[src/sv/bmtws_pkg.sv]
`timescale 1ns / 1ps
// ----------------------------------------------------------------------------
// bmtws_pkg
// shared types, widths and codes for the order book max tracker
// ----------------------------------------------------------------------------
package bmtws_pkg;

    localparam int TIME_W  = 48;
    localparam int KEY_W   = 32;
    localparam int PRICE_W = 32;
    localparam int SUM_W   = 64;

    // request command codes
    localparam logic CMD_INSERT = 1'b0;
    localparam logic CMD_ERASE  = 1'b1;

    typedef enum logic [1:0] {
        STATUS_OK   = 2'd0,
        STATUS_DUP  = 2'd1,
        STATUS_MISS = 2'd2,
        STATUS_FULL = 2'd3
    } status_t;

    // one book entry as held by a cell
    typedef struct packed {
        logic               valid;
        logic [KEY_W-1:0]   key;
        logic [PRICE_W-1:0] price;
    } entry_t;

    localparam entry_t ENTRY_NONE = '0;

    // broadcast control from the sequencer to every cell
    typedef struct packed {
        logic cmp;  // capture key match and price order flags
        logic ins;  // sorted insert of the request order
        logic del;  // remove matched entry and close the gap
    } cell_ctrl_t;

endpackage

[src/sv/bmtws_mul.sv]
`timescale 1ns / 1ps
// ----------------------------------------------------------------------------
// bmtws_mul
// two-stage duration times price product, saturated to 64 bits
// ----------------------------------------------------------------------------
module bmtws_mul
    import bmtws_pkg::*;
(
    input  logic               clk,
    input  logic [TIME_W-1:0]  dur,
    input  logic [PRICE_W-1:0] price,
    output logic [SUM_W-1:0]   prod
);

    localparam int LO_W = 32;
    localparam int HI_W = TIME_W - LO_W;

    logic [LO_W+PRICE_W-1:0] lo_reg;
    logic [HI_W+PRICE_W-1:0] hi_reg;
    logic [SUM_W-1:0]        prod_reg;
    logic [SUM_W:0]          sum_wide;
    logic [SUM_W-1:0]        prod_next;

    assign prod = prod_reg;

    // partial products of the low and high duration parts
    always_ff @(posedge clk)
    begin
        lo_reg <= (LO_W+PRICE_W)'(dur[LO_W-1:0]) * (LO_W+PRICE_W)'(price);
        hi_reg <= (HI_W+PRICE_W)'(dur[TIME_W-1:LO_W]) * (HI_W+PRICE_W)'(price);
    end

    always_comb
    begin
        sum_wide = {1'b0, hi_reg[SUM_W-LO_W-1:0], {LO_W{1'b0}}} + {1'b0, lo_reg};
        if ((hi_reg[HI_W+PRICE_W-1:SUM_W-LO_W] != '0) || sum_wide[SUM_W])
            prod_next = '1;
        else
            prod_next = sum_wide[SUM_W-1:0];
    end

    always_ff @(posedge clk)
    begin
        prod_reg <= prod_next;
    end

endmodule

[config.mk]
export PLATFORM = sky130hd
export DESIGN_NAME = bmtws_mul
export DESIGN_NICKNAME = d
export VERILOG_FILES = /design/src/sv/bmtws_pkg.sv /design/src/sv/bmtws_mul.sv
export SDC_FILE = /design/constraint.sdc
export NUM_CORES = 2
export LEC_CHECK = 0
export BUFFER_PORTS_ARGS = -buffer_cell sky130_fd_sc_hd__buf_2
export CAP_MARGIN = 20
export CELL_PAD_IN_SITES_DETAIL_PLACEMENT = 0
export CELL_PAD_IN_SITES_GLOBAL_PLACEMENT = 2
export CORE_ASPECT_RATIO = 1.1
export CORE_MARGIN = 2
export CORE_UTILIZATION = 46
export CTS_BUF_LIST = sky130_fd_sc_hd__clkbuf_4 sky130_fd_sc_hd__clkbuf_8
export CTS_CLUSTER_DIAMETER = 30
export CTS_CLUSTER_SIZE = 25
export DETAILED_ROUTE_END_ITERATION = 10
export PLACE_DENSITY = 0.91
export SLEW_MARGIN = 25
export SYNTH_ARGS = -nofsm -noshare
export SYNTH_HDL_FRONTEND = slang
export SYNTH_SLANG_ARGS = --single-unit
[constraint.sdc]
create_clock -name clk -period 19.8 [get_ports clk]
set_clock_uncertainty 0.15 [all_clocks]
set_input_delay 1.98 -clock clk [delete_from_list [all_inputs] [get_ports clk]]
set_output_delay 1.98 -clock clk [all_outputs]
set_load 0.005 [all_outputs]
Yosys cells after proc, flatten, opt, wreduce, memory -nomap -nowiden
Cells that the tools add are included.

operators by class
  $add $sub $neg = 1
  $mul = 2
  reductions and logical operators = 2

operators with widths
  kind                 number
  $add A64 B64 Y65     1
  $mul A32 B32 Y64     1
  $mul A16 B32 Y48     1
  $reduce_bool A16 Y1  1
  $logic_or A1 B1 Y1   1

storage, ports and cells
  bits in registers = 176
  bits of input ports = 81
  output and inout port bits = 64
  logic and storage cells = 8

Logic depth before layout (Yosys ltp)
  depth after elaboration = 2
  mapped depth = 30
  mapped depth without buffers = 28

Worst setup path before layout
OpenSTA, ideal clock, no wires.

  kind = in2reg
  start = input price[6]
  end = register lo_reg[50]
  library setup time = 0.127 ns
  data arrival time = 8.707 ns
  required time = 19.523 ns
  path slack = 10.815 ns
  stages = 27
  buffers on the path = 3
  path through = clkbuf_1 > clkbuf_1 > and2_1 > fa_1 > fa_1 > fa_1 > inv_1 > fa_1 > inv_1 > fa_1 > fa_1 > fa_1 > inv_1 > fa_1 > inv_1 > ha_1 > clkbuf_1 > a21o_1 > a21o_1 > a2111oi_0 > o31ai_1 > nand3_1 > nand2_1 > a21o_1 > a21oi_1 > o21ai_1 > xor2_1

between the ends
  word-level cells in the longest chain between the ends = 1

ends and longest elaborated chain
  element                 line             RTL
  start: declaration      bmtws_mul.sv:11  input logic [PRICE_W-1:0] price,
  $mul A32 B32 Y64        bmtws_mul.sv:29  lo_reg <= (LO_W+PRICE_W)'(dur[LO_W-1:0]) * (LO_W+PRICE_W)'(price);
  end signal: assignment  bmtws_mul.sv:29
  end: declaration        bmtws_mul.sv:18  logic [LO_W+PRICE_W-1:0] lo_reg;

Every way passes these cells.
A chain may end at the register's enable or synchronous reset.

Worst setup path in the final report
  start = input dur[11]
  end = register lo_reg[50]

between the ends
  word-level cells in the longest chain between the ends = 1

ends and longest elaborated chain
  element             line             RTL
  start: declaration  bmtws_mul.sv:10  input logic [TIME_W-1:0] dur,
  $mul A32 B32 Y64    bmtws_mul.sv:29

Every way passes these cells.

==> run_results.csv <==
group,metric,value,unit
placement,globalplace.congestion,0.9369,
run_status,outcome,"finished, final reports clean",
synth,synth_area,54430,um2
detailed_routing,vias,39770,
worst_setup_path,cp-start-kind,"primary input",
worst_setup_path,slowest_delay,0.76,ns
synth,yosysSeqAreaShare,6.473,%
die,initial_core_util,46.29,%
worst_setup_path,path_class,"primary input to flop",
placement,place_inst,7360,
detailed_routing,first_pass_iters,8,
detailed_routing,viasPerCell,5.375,
die,core_region_area,117600,um2
global_route,grt_max_degree,64,
global_route,antenna_found_initial,12,
synth,synth_common_cells,"fa_1, inv_1, nand2_1",
detailed_routing,wl_per_cell,21.78,um
clock_network,clk_latency,0.63,ns
synth,synth-seq-cells,176,
detailed_routing,drtAntennaViolNets,0,
detailed_routing,drtIter0Drc,2370,
finish,design_area,56580,um2
finish,fin_cells,7400,
min_path,worstHoldPathType,"flop to flop",
placement,placed_cell_area,56140,um2
die,die-area,121100,um2
sta,worst_pin_slew,1.100,ns
finish,fin_nets,7649,
synth,synth_largest_area_cell,"fa_1",
synth,yosys.area_share.simple,17.21,%
die,rows,132,
clock_network,cts_buffers,17,
synth,netlist_instances,5976,
global_route,overflow,0,
detailed_routing,drt_wl_total,161200,um
die,io_pins,145,
synth,synth_compound_area_share,5.379,%
clock_network,ctsResizeCount,0,
sta,fin_crit_sh,49.74,%
synth,synth_enable_flop_cells,0,
global_route,grt_pass1_vias,44050,
sta,tns,0,ns
finish,syn_to_final_growth,3.951,%
synth,syn_area_per_cell,9.108,um2
clock_network,holdBufCountCts,0,
clock_network,clkSinkCount,176,
synth,synth_xor_area_share,2.076,%
sta,fmax,101.5,MHz
placement,portBuffers,144,
die,die_w,332.0,um
sta,finalHoldViolations,0,
synth,synth-main-ff-cell,"dfxtp_1",
worst_setup_path,cp_top_family,"adder cells",
clock_network,postCtsSetupRepairBufs,0,
synth,yosysWarnings,0,
clock_network,cts_tree,"done",
synth,synth_nets,7787,
sta,setup_violations,0,
sta,slew_headroom,26.66,%
synth,synth_area_leaders,"fa_1, ha_1, inv_1, and2_1, nand2_1",
worst_setup_path,crit_fanout,32,
synth,synth_fa_ha_area_share,57.90,%
clock_network,clk_path_buf_depth,2,
sta,rsz0062_at_grt,"no",
synth,async_flop_share,0,%
global_route,grt_pass1_wl,257100,um
global_route,track_usage,27.93,%
synth,muxShareOfSynthArea,0.03678,%
worst_setup_path,path_buf_inv,5,
worst_setup_path,arrival,10.20,ns
clock_network,clk_pin_slew,0.11,ns
synth,synth_top_family_by_area,"adder cells",
placement,hpwl,118500,um
clock_network,h-tree-depth,4,
worst_setup_path,crit_top_cell,"fa_1",
synth,yosysMostFrequentCell,"fa_1",
finish,n_fill_cell,11450,
worst_setup_path,crit_path_end_kind,"flop",
clock_network,cts_root_buf,"clkbuf_8",
flow_run,maxCapViolations,0,
sta,maxSlewViolCount,0,
synth,synth_top_area_share,48.36,%
die,die_h,364.8,um
synth,yosysUniqueCellTypes,68,
worst_setup_path,required,20.15,ns
worst_setup_path,cp_slowest_cell,"a2111oi_0",
detailed_routing,drc,0,
sta,fin_crit,9.848,ns
finish,drive_above_1_share,4.222,%
==> logic make-up after synthesis <==
logic type / after synthesis
buffers and inverters: 1582
multiplexers: 2
AND/OR/NAND/NOR: 1908
adder cells (fa/ha/maj): 1730
flip-flops: 176
XOR/XNOR: 129
AO/OA/AOI/OAI: 449
==> cells in the final DEF (no fill, tap or decap), types with 17 or more instances in the layout <==
cell type	Yosys	routed
a21o_1	89	89
a21oi_1	137	137
a31oi_1	19	19
and2_1	707	707
buf_2	4	143
buf_4	0	50
clkbuf_8	0	17
dfxtp_1	176	176
fa_1	1315	1315
ha_1	415	415
inv_1	1230	1230
nand2_1	950	950
nand2b_1	47	47
nand3_1	23	23
nand4_1	27	27
nor2_1	73	73
nor2b_1	19	19
nor3_1	20	20
o21a_1	17	17
o21ai_0	73	73
o21bai_1	20	20
xnor2_1	78	78
xor2_1	51	51
==> through the flow <==
step | utilization, % | worst slack, ns | hold slack (ns)
floorplan | - | 10.82 | 0.2363
global placement | 47.74 | 9.452 | 0.2384
detailed placement | 47.74 | 9.473 | 0.2422
CTS | 48.10 | 10.24 | 0.2669
global route | 48.11 | 9.587 | 0.2823
finish | 48.12 | 9.952 | 0.2636
==> routing by layer <==
layer	vias to the layer above	share of wire (%)	global-route usage (%)
met5	-	0.032	0
met4	8	4.3	11.24
met3	338	6.5	4.155
met2	1357	49	47.80
met1	20780	41	35.67
li1	17290	-	-
==> worst register-to-register path, cell delays in order (launching register included) <==
cell and delay [ns]:
dfxtp_1 0.36, ha_1 0.35, nor2b_1 0.17, o31a_1 0.28, o31a_1 0.27, o22ai_1 0.36, o21ai_1 0.17, a21o_1 0.20
a21o_1 0.24, a21oi_4 0.13, buf_4 0.52, and2_1 0.22, mux2i_1 0.09
==> final cells by class <==
type                            instances  area, um2  area share [%]
Clock inverter                         15      185.2          0.3273
Sequential cell                       176       3523           6.227
Timing Repair Buffer                  193       1091           1.928
Tap cell                             1541       1928           3.408
Antenna cell                            8      20.02         0.03538
Clock buffer                           17      234.0          0.4135
Multi-Input combinational cell       4218      44980           79.49
Inverter                             1232       4624           8.173
==> path summary, 6_finish.rpt <==
kind	slack, ns	to	from	depth (start not counted)
max reg2reg	16.17	prod[61]	lo_reg[34]	12
min	0.26	prod[20]	lo_reg[20]	1
max	9.95	lo_reg[50]	dur[11]	25
min reg2reg	0.26	prod[20]	lo_reg[20]	1
Power is not shown: default switching activity piles up to over one toggle a cycle in this logic, so the estimate is an artifact.
