## src/sv/bmtws_pkg.sv

```systemverilog
`timescale 1ns / 1ps
// ----------------------------------------------------------------------------
// bmtws_pkg
// shared types, widths and codes for the order book max tracker
// ----------------------------------------------------------------------------
package bmtws_pkg;

    localparam int TIME_W  = 48;
    localparam int KEY_W   = 32;
    localparam int PRICE_W = 32;
    localparam int SUM_W   = 64;

    // request command codes
    localparam logic CMD_INSERT = 1'b0;
    localparam logic CMD_ERASE  = 1'b1;

    typedef enum logic [1:0] {
        STATUS_OK   = 2'd0,
        STATUS_DUP  = 2'd1,
        STATUS_MISS = 2'd2,
        STATUS_FULL = 2'd3
    } status_t;

    // one book entry as held by a cell
    typedef struct packed {
        logic               valid;
        logic [KEY_W-1:0]   key;
        logic [PRICE_W-1:0] price;
    } entry_t;

    localparam entry_t ENTRY_NONE = '0;

    // broadcast control from the sequencer to every cell
    typedef struct packed {
        logic cmp;  // capture key match and price order flags
        logic ins;  // sorted insert of the request order
        logic del;  // remove matched entry and close the gap
    } cell_ctrl_t;

endpackage

```

## src/sv/bmtws_cell.sv

```systemverilog
`timescale 1ns / 1ps
// ----------------------------------------------------------------------------
// bmtws_cell
// one slot of the price-sorted order chain
// ----------------------------------------------------------------------------
module bmtws_cell
    import bmtws_pkg::*;
(
    input  logic               clk,
    input  logic               rst_n,
    input  cell_ctrl_t         ctrl,
    input  logic [KEY_W-1:0]   req_key,
    input  logic [PRICE_W-1:0] req_price,
    input  entry_t             prev_entry,
    input  entry_t             next_entry,
    input  logic               prev_keep,
    input  logic               prev_gone,
    output entry_t             entry,
    output logic               keep,
    output logic               match,
    output logic               gone
);

    logic               valid_reg;
    logic [KEY_W-1:0]   key_reg;
    logic [PRICE_W-1:0] price_reg;
    logic               keep_reg;
    logic               match_reg;
    entry_t             entry_next;

    assign entry = '{valid: valid_reg, key: key_reg, price: price_reg};
    assign keep  = keep_reg;
    assign match = match_reg;
    assign gone  = prev_gone | match_reg;

    always_comb
    begin
        entry_next = entry;
        if (ctrl.ins)
        begin
            if (!keep_reg)
            begin
                // slot right after the last higher-or-equal price takes the new order
                if (prev_keep)
                    entry_next = '{valid: 1'b1, key: req_key, price: req_price};
                else
                    entry_next = prev_entry;
            end
        end
        else if (ctrl.del)
        begin
            if (gone)
                entry_next = next_entry;
        end
    end

    always_ff @(posedge clk or negedge rst_n)
    begin
        if (!rst_n)
        begin
            valid_reg <= 1'b0;
            keep_reg  <= 1'b0;
            match_reg <= 1'b0;
        end
        else
        begin
            valid_reg <= entry_next.valid;
            if (ctrl.cmp)
            begin
                keep_reg  <= valid_reg && (price_reg >= req_price);
                match_reg <= valid_reg && (key_reg == req_key);
            end
        end
    end

    always_ff @(posedge clk)
    begin
        key_reg   <= entry_next.key;
        price_reg <= entry_next.price;
    end

endmodule

```

## config.mk

```make
export PLATFORM = sky130hd
export DESIGN_NAME = bmtws_cell
export DESIGN_NICKNAME = d
export VERILOG_FILES = /design/src/sv/bmtws_pkg.sv /design/src/sv/bmtws_cell.sv
export SDC_FILE = /design/constraint.sdc
export NUM_CORES = 1
export LEC_CHECK = 0
export BUFFER_PORTS_ARGS = -buffer_cell sky130_fd_sc_hd__buf_2
export CAP_MARGIN = 10
export CELL_PAD_IN_SITES_DETAIL_PLACEMENT = 1
export CELL_PAD_IN_SITES_GLOBAL_PLACEMENT = 2
export CORE_UTILIZATION = 27
export CTS_CLUSTER_DIAMETER = 120
export CTS_CLUSTER_SIZE = 10
export DETAILED_ROUTE_END_ITERATION = 10
export GPL_ROUTABILITY_DRIVEN = 0
export HOLD_SLACK_MARGIN = 0.06
export PLACE_DENSITY = 0.88
export RECOVER_POWER = 25
export SLEW_MARGIN = 5
export SYNTH_ARGS = -nofsm -noshare
export SYNTH_HDL_FRONTEND = slang
export SYNTH_SLANG_ARGS = --single-unit
export TNS_END_PERCENT = 50
```

## constraint.sdc

```tcl
create_clock -name clk -period 9.25 [get_ports clk]
set_input_delay 1.85 -clock clk [delete_from_list [all_inputs] [get_ports clk]]
set_output_delay 1.85 -clock clk [all_outputs]
set_load 0.1 [all_outputs]
```

Word level (Yosys, flattened, before mapping)
Cells that the tools add are included.
{"block": "totals", "register_bits": 67, "latch_bits": 0, "mem_bits_rw": 0, "mem_bits_ro": 0, "input_bits": 201, "out_inout_bits": 68, "elab_cells": 19, "n_memories": 0}
{"block": "classes", "n_addsub": 0, "n_mul": 0, "n_div": 0, "magnitude_cmp": 1, "n_eq_ne": 2, "shift": 0, "mux": 5, "bitwise_logic": 1, "reduce_logical": 5}
{"operator": "$mux 65", "n": 5}
{"operator": "$eq 32x32->1", "n": 1}
{"operator": "$ge 32x32->1", "n": 1}
{"operator": "$reduce_bool 2->1", "n": 2}
{"operator": "$reduce_and 3->1", "n": 1}
{"operator": "$logic_and 1x1->1", "n": 2}
{"operator": "$ne 2x2->1 const B", "n": 1}
{"operator": "$or 1x1->1", "n": 1}

Longest topological paths before layout
Gate-level depths: netlist (run 1).
{"block": "depth", "depth_word": 4, "ltp_mapped": 7}

Worst setup path before layout (run 1)
Ideal clock, no wire load.
{"block": "synth_path", "path_kind": "in2reg", "startpoint": "in prev_gone", "endpoint": "reg valid_reg", "setup_time_ps": 81, "arrival_time_ps": 6165, "required_ps": 9169, "setup_slack_ps": 3004, "path_stages": 4, "path_buffers": 0, "cell_sequence": "or2_2 nand2_1 mux2i_1 mux2_2"}
{"block": "synth_via", "elab_chain_len": 3}
{"item": "from (decl)", "line": "bmtws_cell.sv:17", "text": "input logic prev_gone,"}
{"item": "$or 1x1->1", "line": "bmtws_cell.sv:34", "text": "assign gone = prev_gone | match_reg;"}
{"item": "$reduce_bool 2->1 (no source line)"}
{"item": "$reduce_and 3->1 (no source line)"}
{"item": "to (signal assigned)", "line": "bmtws_cell.sv:67", "text": "valid_reg <= entry_next.valid;"}
{"item": "to (decl)", "line": "bmtws_cell.sv:24", "text": "logic valid_reg;"}
No other way between the ends.
A chain may end at the register's enable or synchronous reset.

Worst setup path in the final report (run 1)
{"block": "layout_path", "startpoint": "in prev_gone", "endpoint": "out gone"}
{"block": "layout_via", "elab_chain_len": 1}
{"item": "$or 1x1->1", "line": "bmtws_cell.sv:34"}
{"item": "to (decl)", "line": "bmtws_cell.sv:21", "text": "output logic gone"}
No other way between the ends.

==> impl_metrics.tcl, run 1 <==
set metrics [dict create \
    antenna_found_initial 0 \
    pin_count 269 \
    rsz0062_at_grt "no" \
    port_buffers 268 \
    syn_avg_cell_area_um2 10.14 \
    violations "max-capacitance violations, max-slew violations" \
    crit_path_start_kind "input pin" \
    cp.required_ps 7400 \
    grt_pass1_vias 4718 \
    synth_ff_type "edfxtp_1" \
    drv_slew 25 \
    place_inst 910 \
    cts_buffers 9 \
    wl_per_cell_um 16.49 \
    rows 46 \
    syn_inst 446 \
    clkTransAtPathRegs_ps 50 \
    dieArea_um2 17270 \
    fmax_mhz 229.2 \
    start_util_pct 28.07 \
    core_region_area_um2 16120 \
    syn2layout_area_growth_pct 39.67 \
    setup_tns_ps 0 \
    maxSlewHeadroom_pct -17.46 \
    period_minus_slack_ps 4364 \
    routed_wirelength_mm 15.25 \
    n_antenna_cell 0 \
    cts_setup_buffers 0 \
    fp.dieW_um 131.4 \
    async_reset_ff_share_pct 4.478 \
    clock_path_buffers 2 \
    grt_max_degree 75 \
    status "complete, but fails checks" \
    hold_viol 0 \
    cts.htree.levels 3 \
    cp_max_fo 2 \
    synth_seq_area_share_pct 44.15 \
    cts_hold_buf 0 \
    setup_viol 0 \
    total_power_mw 1.291 \
    hp-class "reg2reg" \
    ir_worst_vdd_uv 101.1 \
    clk_root_buffer_cell "clkbuf_16" \
    fin_crit_sh_pct 47.18 \
    fin_nets 938 \
    grt_pass1_wl_mm 24.32 \
    drt_iter0_markers 116 \
    gr-total-overflow 0 \
    drive_above_1_share_pct 36.81 \
    cts_sinks 67 \
    arrival_ps 2510 \
    drt-pass1-iter-count 4 \
    power_density_nw_per_um2 204.3 \
    layoutNonFillerInstCount 925 \
    synth-edff-count 64 \
    fin_worst_skew_ps 7.397 \
    die_height_um 131.4 \
    leakagePower_nw 3.044 \
    worst_pin_slew_ps 1762 \
    num-fill-cells 1969 \
    criticalPathCategory "in2out" \
    num_vias 4317 \
    ctsResizeCount 0 \
    ant_nets 0 \
    clk_latency_ps 330 \
    hpwl_mm 12.44 \
    via_per_inst 4.667 \
    cp-end-kind "primary output" \
    ys_ff_latch 67 \
    synth_area_um2 4523 \
    cts_tree "yes" \
    drv_cap 1 \
    yosysUniqueCellTypes 37 \
    syn_nets 679 \
    drc 0 \
    grt_usage_pct 17.92 \
    ys_warn_count 0 \
]
==> layout make-up <==
cell class	count	area (um^2)	area share, %
Sequential cell	67	1997	31.61
Clock buffer	11	232.7	3.684
Multi-Input combinational cell	323	2318	36.70
Timing Repair Buffer	271	1333	21.09
Clock inverter	4	42.54	0.6734
Inverter	33	123.9	1.961
Tap cell	216	270.3	4.278
==> per-layer routing <==
metal / track usage (%) / up-vias / wire (um)
met5: 0 / - / 0
met4: 5.685 / 0 / 276
met3: 5.671 / 20 / 1068
met2: 33.16 / 179 / 8020
li1: - / 2124 / -
met1: 19.12 / 1994 / 5886
==> final timing paths <==
kind                                from   endpoint  slack [ps]  cells past startpoint
setup / recovery               prev_gone       gone        4890                      3
hold / removal                     match      match         590                      2
setup reg to reg           price_reg[30]       keep        7110                      6
hold reg to reg                    match      match         590                      2
max in group asynchronous          rst_n  valid_reg        7730                      1
min in group asynchronous          rst_n       keep        1330                      1
==> cells by family (layout without fill, tap and decap cells) <==
logic type	after synthesis	in the layout	synth area share (%)
AOI/OAI and AO/OA	90	90	10.90
and+or+nand+nor	102	102	10.18
muxes	67	67	14.85
xor gates and xnor gates	32	32	6.196
buffers and inverters	56	319	4.869
DFF	67	67	44.15
adders and majority gates	32	32	8.852
==> layout by cell type (no fill, tap or decap), types with 2 or more instances in the layout <==
| cell | n |
|---|---|
| clkbuf_16 | 9 |
| clkinv_1 | 2 |
| inv_1 | 33 |
| nor2_1 | 67 |
| mux2i_1 | 65 |
| nand2b_1 | 3 |
| and4_1 | 3 |
| dfrtp_1 | 3 |
| nand2_1 | 9 |
| nor4_1 | 7 |
| edfxtp_1 | 64 |
| buf_4 | 4 |
| o21ai_0 | 3 |
| ha_1 | 32 |
| nand4_1 | 4 |
| buf_2 | 240 |
| a21oi_1 | 76 |
| a221oi_1 | 2 |
| nand3_1 | 3 |
| xor2_1 | 31 |
| clkbuf_1 | 29 |
==> critical path: stages <==
cell and delay [ps]:
buf_2 90, or2_2 270, buf_2 300
==> stage by stage <==
step	cell area (um^2)	utilization (%)	hold slack, ps	setup slack [ps]
CTS	6354	39.43	585.9	4885
global placement	6078	37.72	553.0	4884
finish	6317	39.20	588.4	4886
detailed placement	6078	37.72	571.5	4886
global route	6317	39.20	652.0	4752
floorplan	4523	-	527.0	3004
==> cells in the mapped netlist, types with 2 or more instances <==
master / n / area, um^2
mux2i_1: 66 / 660.6
buf_1: 5 / 18.77
clkbuf_1: 12 / 45.04
nand3_1: 3 / 15.01
edfxtp_1: 64 / 1922
nand4_1: 4 / 25.02
nor2_1: 67 / 251.5
a221oi_1: 2 / 17.52
inv_1: 33 / 123.9
nor4_1: 7 / 43.79
xor2_1: 31 / 271.5
and4_1: 3 / 26.28
ha_1: 32 / 400.4
buf_2: 5 / 25.02
o21ai_0: 3 / 15.01
nand2b_1: 3 / 18.77
a21oi_1: 76 / 380.4
nand2_1: 9 / 33.78
dfrtp_1: 3 / 75.07
==> where the power goes <==
| group | switching (mW) | internal [mW] |
|---|---|---|
| Sequential | 0.0290 | 0.392 |
| Combinational | 0.425 | 0.116 |
| Clock | 0.124 | 0.205 |
Power figures use the tool's default switching activity.
==> run 2: changes to the inputs <==
--- a/config.mk
+++ b/config.mk
@@ -9,13 +9,13 @@
 export CAP_MARGIN = 10
 export CELL_PAD_IN_SITES_DETAIL_PLACEMENT = 1
 export CELL_PAD_IN_SITES_GLOBAL_PLACEMENT = 2
-export CORE_UTILIZATION = 27
+export CORE_UTILIZATION = 22
 export CTS_CLUSTER_DIAMETER = 120
 export CTS_CLUSTER_SIZE = 10
 export DETAILED_ROUTE_END_ITERATION = 10
 export GPL_ROUTABILITY_DRIVEN = 0
 export HOLD_SLACK_MARGIN = 0.06
-export PLACE_DENSITY = 0.88
+export PLACE_DENSITY = 0.77
 export RECOVER_POWER = 25
 export SLEW_MARGIN = 5
 export SYNTH_ARGS = -nofsm -noshare
==> constraint.sdc (replaced) <==
create_clock -name clk -period 3.9 [get_ports clk]
set_input_delay 0.78 -clock clk [delete_from_list [all_inputs] [get_ports clk]]
set_output_delay 0.78 -clock clk [all_outputs]
set_load 0.1 [all_outputs]
==> run 2 against run 1 <==
Against the previous run:
- the flow still finishes with violations (max-capacitance violations, max-slew violations)
- worst hold slack lost 340 ps
- cell count grew 6.1%
- register-to-register slack lost 5400 ps
- cell area grew 1.8%
- power grew 140%
- routed wire length grew 2.1%
- critical path type is now in2reg
- sequential power grew 130%
- largest power group unchanged
- critical path depth grew 1
==> impl_metrics.tcl, run 2 (synthesis results as in run 1) <==
set metrics [dict create \
    hp-class "in2async" \
    fin_worst_skew_ps 5.694 \
    routed_wirelength_mm 15.57 \
    drv_cap 1 \
    crit_path_start_kind "input pin" \
    setup_viol 0 \
    die_height_um 145.4 \
    num_vias 4248 \
    maxSlewHeadroom_pct -23.19 \
    ir_worst_vdd_uv 190.5 \
    num-fill-cells 2404 \
    arrival_ps 2780 \
    drive_above_1_share_pct 40.42 \
    drv_slew 44 \
    wl_per_cell_um 15.87 \
    max_stage_delay_ps 1170 \
    leakagePower_nw 3.118 \
    clock_path_buffers 2 \
    rows 52 \
    path_cells "buf_4 -> clkbuf_2 -> mux2i_1 -> a21oi_1" \
    antenna_found_initial 1 \
    drt_iter0_markers 100 \
    gr-total-overflow 0 \
    syn2layout_area_growth_pct 42.19 \
    status "complete, but fails checks" \
    clkTransAtPathRegs_ps 60 \
    cp-end-kind "register" \
    crit_cells 4 \
    pin_count 269 \
    port_buffers 268 \
    layoutNonFillerInstCount 981 \
    worst_pin_slew_ps 1848 \
    core_region_area_um2 20170 \
    grt_pass1_wl_mm 24.71 \
    rsz0062_at_grt "no" \
    crit_path_end "key_reg[5]" \
    ctsResizeCount 0 \
    fp.dieW_um 145.4 \
    via_per_inst 4.330 \
    fmax_mhz 360.0 \
    cp-startpoint "prev_keep" \
    drc 0 \
    grt_usage_pct 15.17 \
    slowest_stage "clkbuf_2" \
    power_density_nw_per_um2 482.9 \
    grt_max_degree 66 \
    start_util_pct 22.43 \
    design_area_um2 6431 \
    place_inst 965 \
    clk_latency_ps 340 \
    fin_crit_sh_pct 71.22 \
    cts_tree "yes" \
    grt_pass1_vias 4520 \
    hpwl_mm 12.29 \
    period_minus_slack_ps 2777 \
    layout_common_cells "buf_2, a21oi_1, nor2_1" \
    worst-path-buf-inv 2 \
    cts_hold_buf 0 \
    cts_sinks 67 \
    clk_root_buffer_cell "clkbuf_16" \
    ff2ff_path_depth 6 \
    cts.htree.levels 3 \
    setup_tns_ps 0 \
    timing.rr.start "price_reg[30]" \
    violations "max-capacitance violations, max-slew violations" \
    cp.required_ps 3900 \
    placed_area_um2 6178 \
    rr_endpoint "keep" \
    final_common_cell "buf_2" \
    dieArea_um2 21140 \
    r2r_slack_ps 1760 \
    criticalPathCategory "in2reg" \
    cp_max_fo 39 \
    fin_nets 939 \
    hold_viol 0 \
    cts_buffers 9 \
    cts_setup_buffers 0 \
    post-route-util_pct 31.89 \
    ant_nets 0 \
    drt-pass1-iter-count 6 \
    crit_family "buffers and inverters" \
]
==> run 2: cell type report <==
type                            count  area, um^2  area share, %
Clock buffer                       10       229.0          3.560
Inverter                           33       123.9          1.926
Clock inverter                      5       55.05         0.8560
Timing Repair Buffer              272        1380          21.46
Antenna cell                        1       2.502        0.03891
Tap cell                          270       337.8          5.253
Sequential cell                    67        1997          31.05
Multi-Input combinational cell    323        2306          35.86
==> run 2: worst min-delay path by stage <==
stage | slack, ps | end | depth (start not counted) | from
finish | 250 | valid_reg | 1 | rst_n
global route | 250 | valid_reg | 1 | rst_n
CTS | 210 | valid_reg | 1 | rst_n
detailed placement | 570 | match | 2 | match
global placement | 560 | match | 2 | match
floorplan | 480 | keep | 0 | rst_n
==> run 2: stage by stage <==
| step | hold slack, ps | worst slack [ps] | total power [mW] |
|---|---|---|---|
| finish | 246.6 | 1123 | 3.106 |
| global route | 246.1 | 861.2 | 3.261 |
| CTS | 212.9 | 1635 | 3.166 |
| detailed placement | 571.2 | 1274 | 2.322 |
| global placement | 560.5 | 1303 | 2.309 |
| floorplan | 484.4 | 398.4 | 1.996 |
==> run 2: routing by layer <==
| metal | global-route usage [%] | wire length, um |
|---|---|---|
| met3 | 4.608 | 1104 |
| met1 | 18.01 | 6579 |
| met2 | 26.66 | 7746 |
| met5 | 0 | 0 |
| met4 | 3.632 | 134 |
==> run 2: power by group <==
part           internal, mW  switching (mW)
sequential            0.928          0.0616
combinational         0.288            1.00
clock                 0.490           0.334
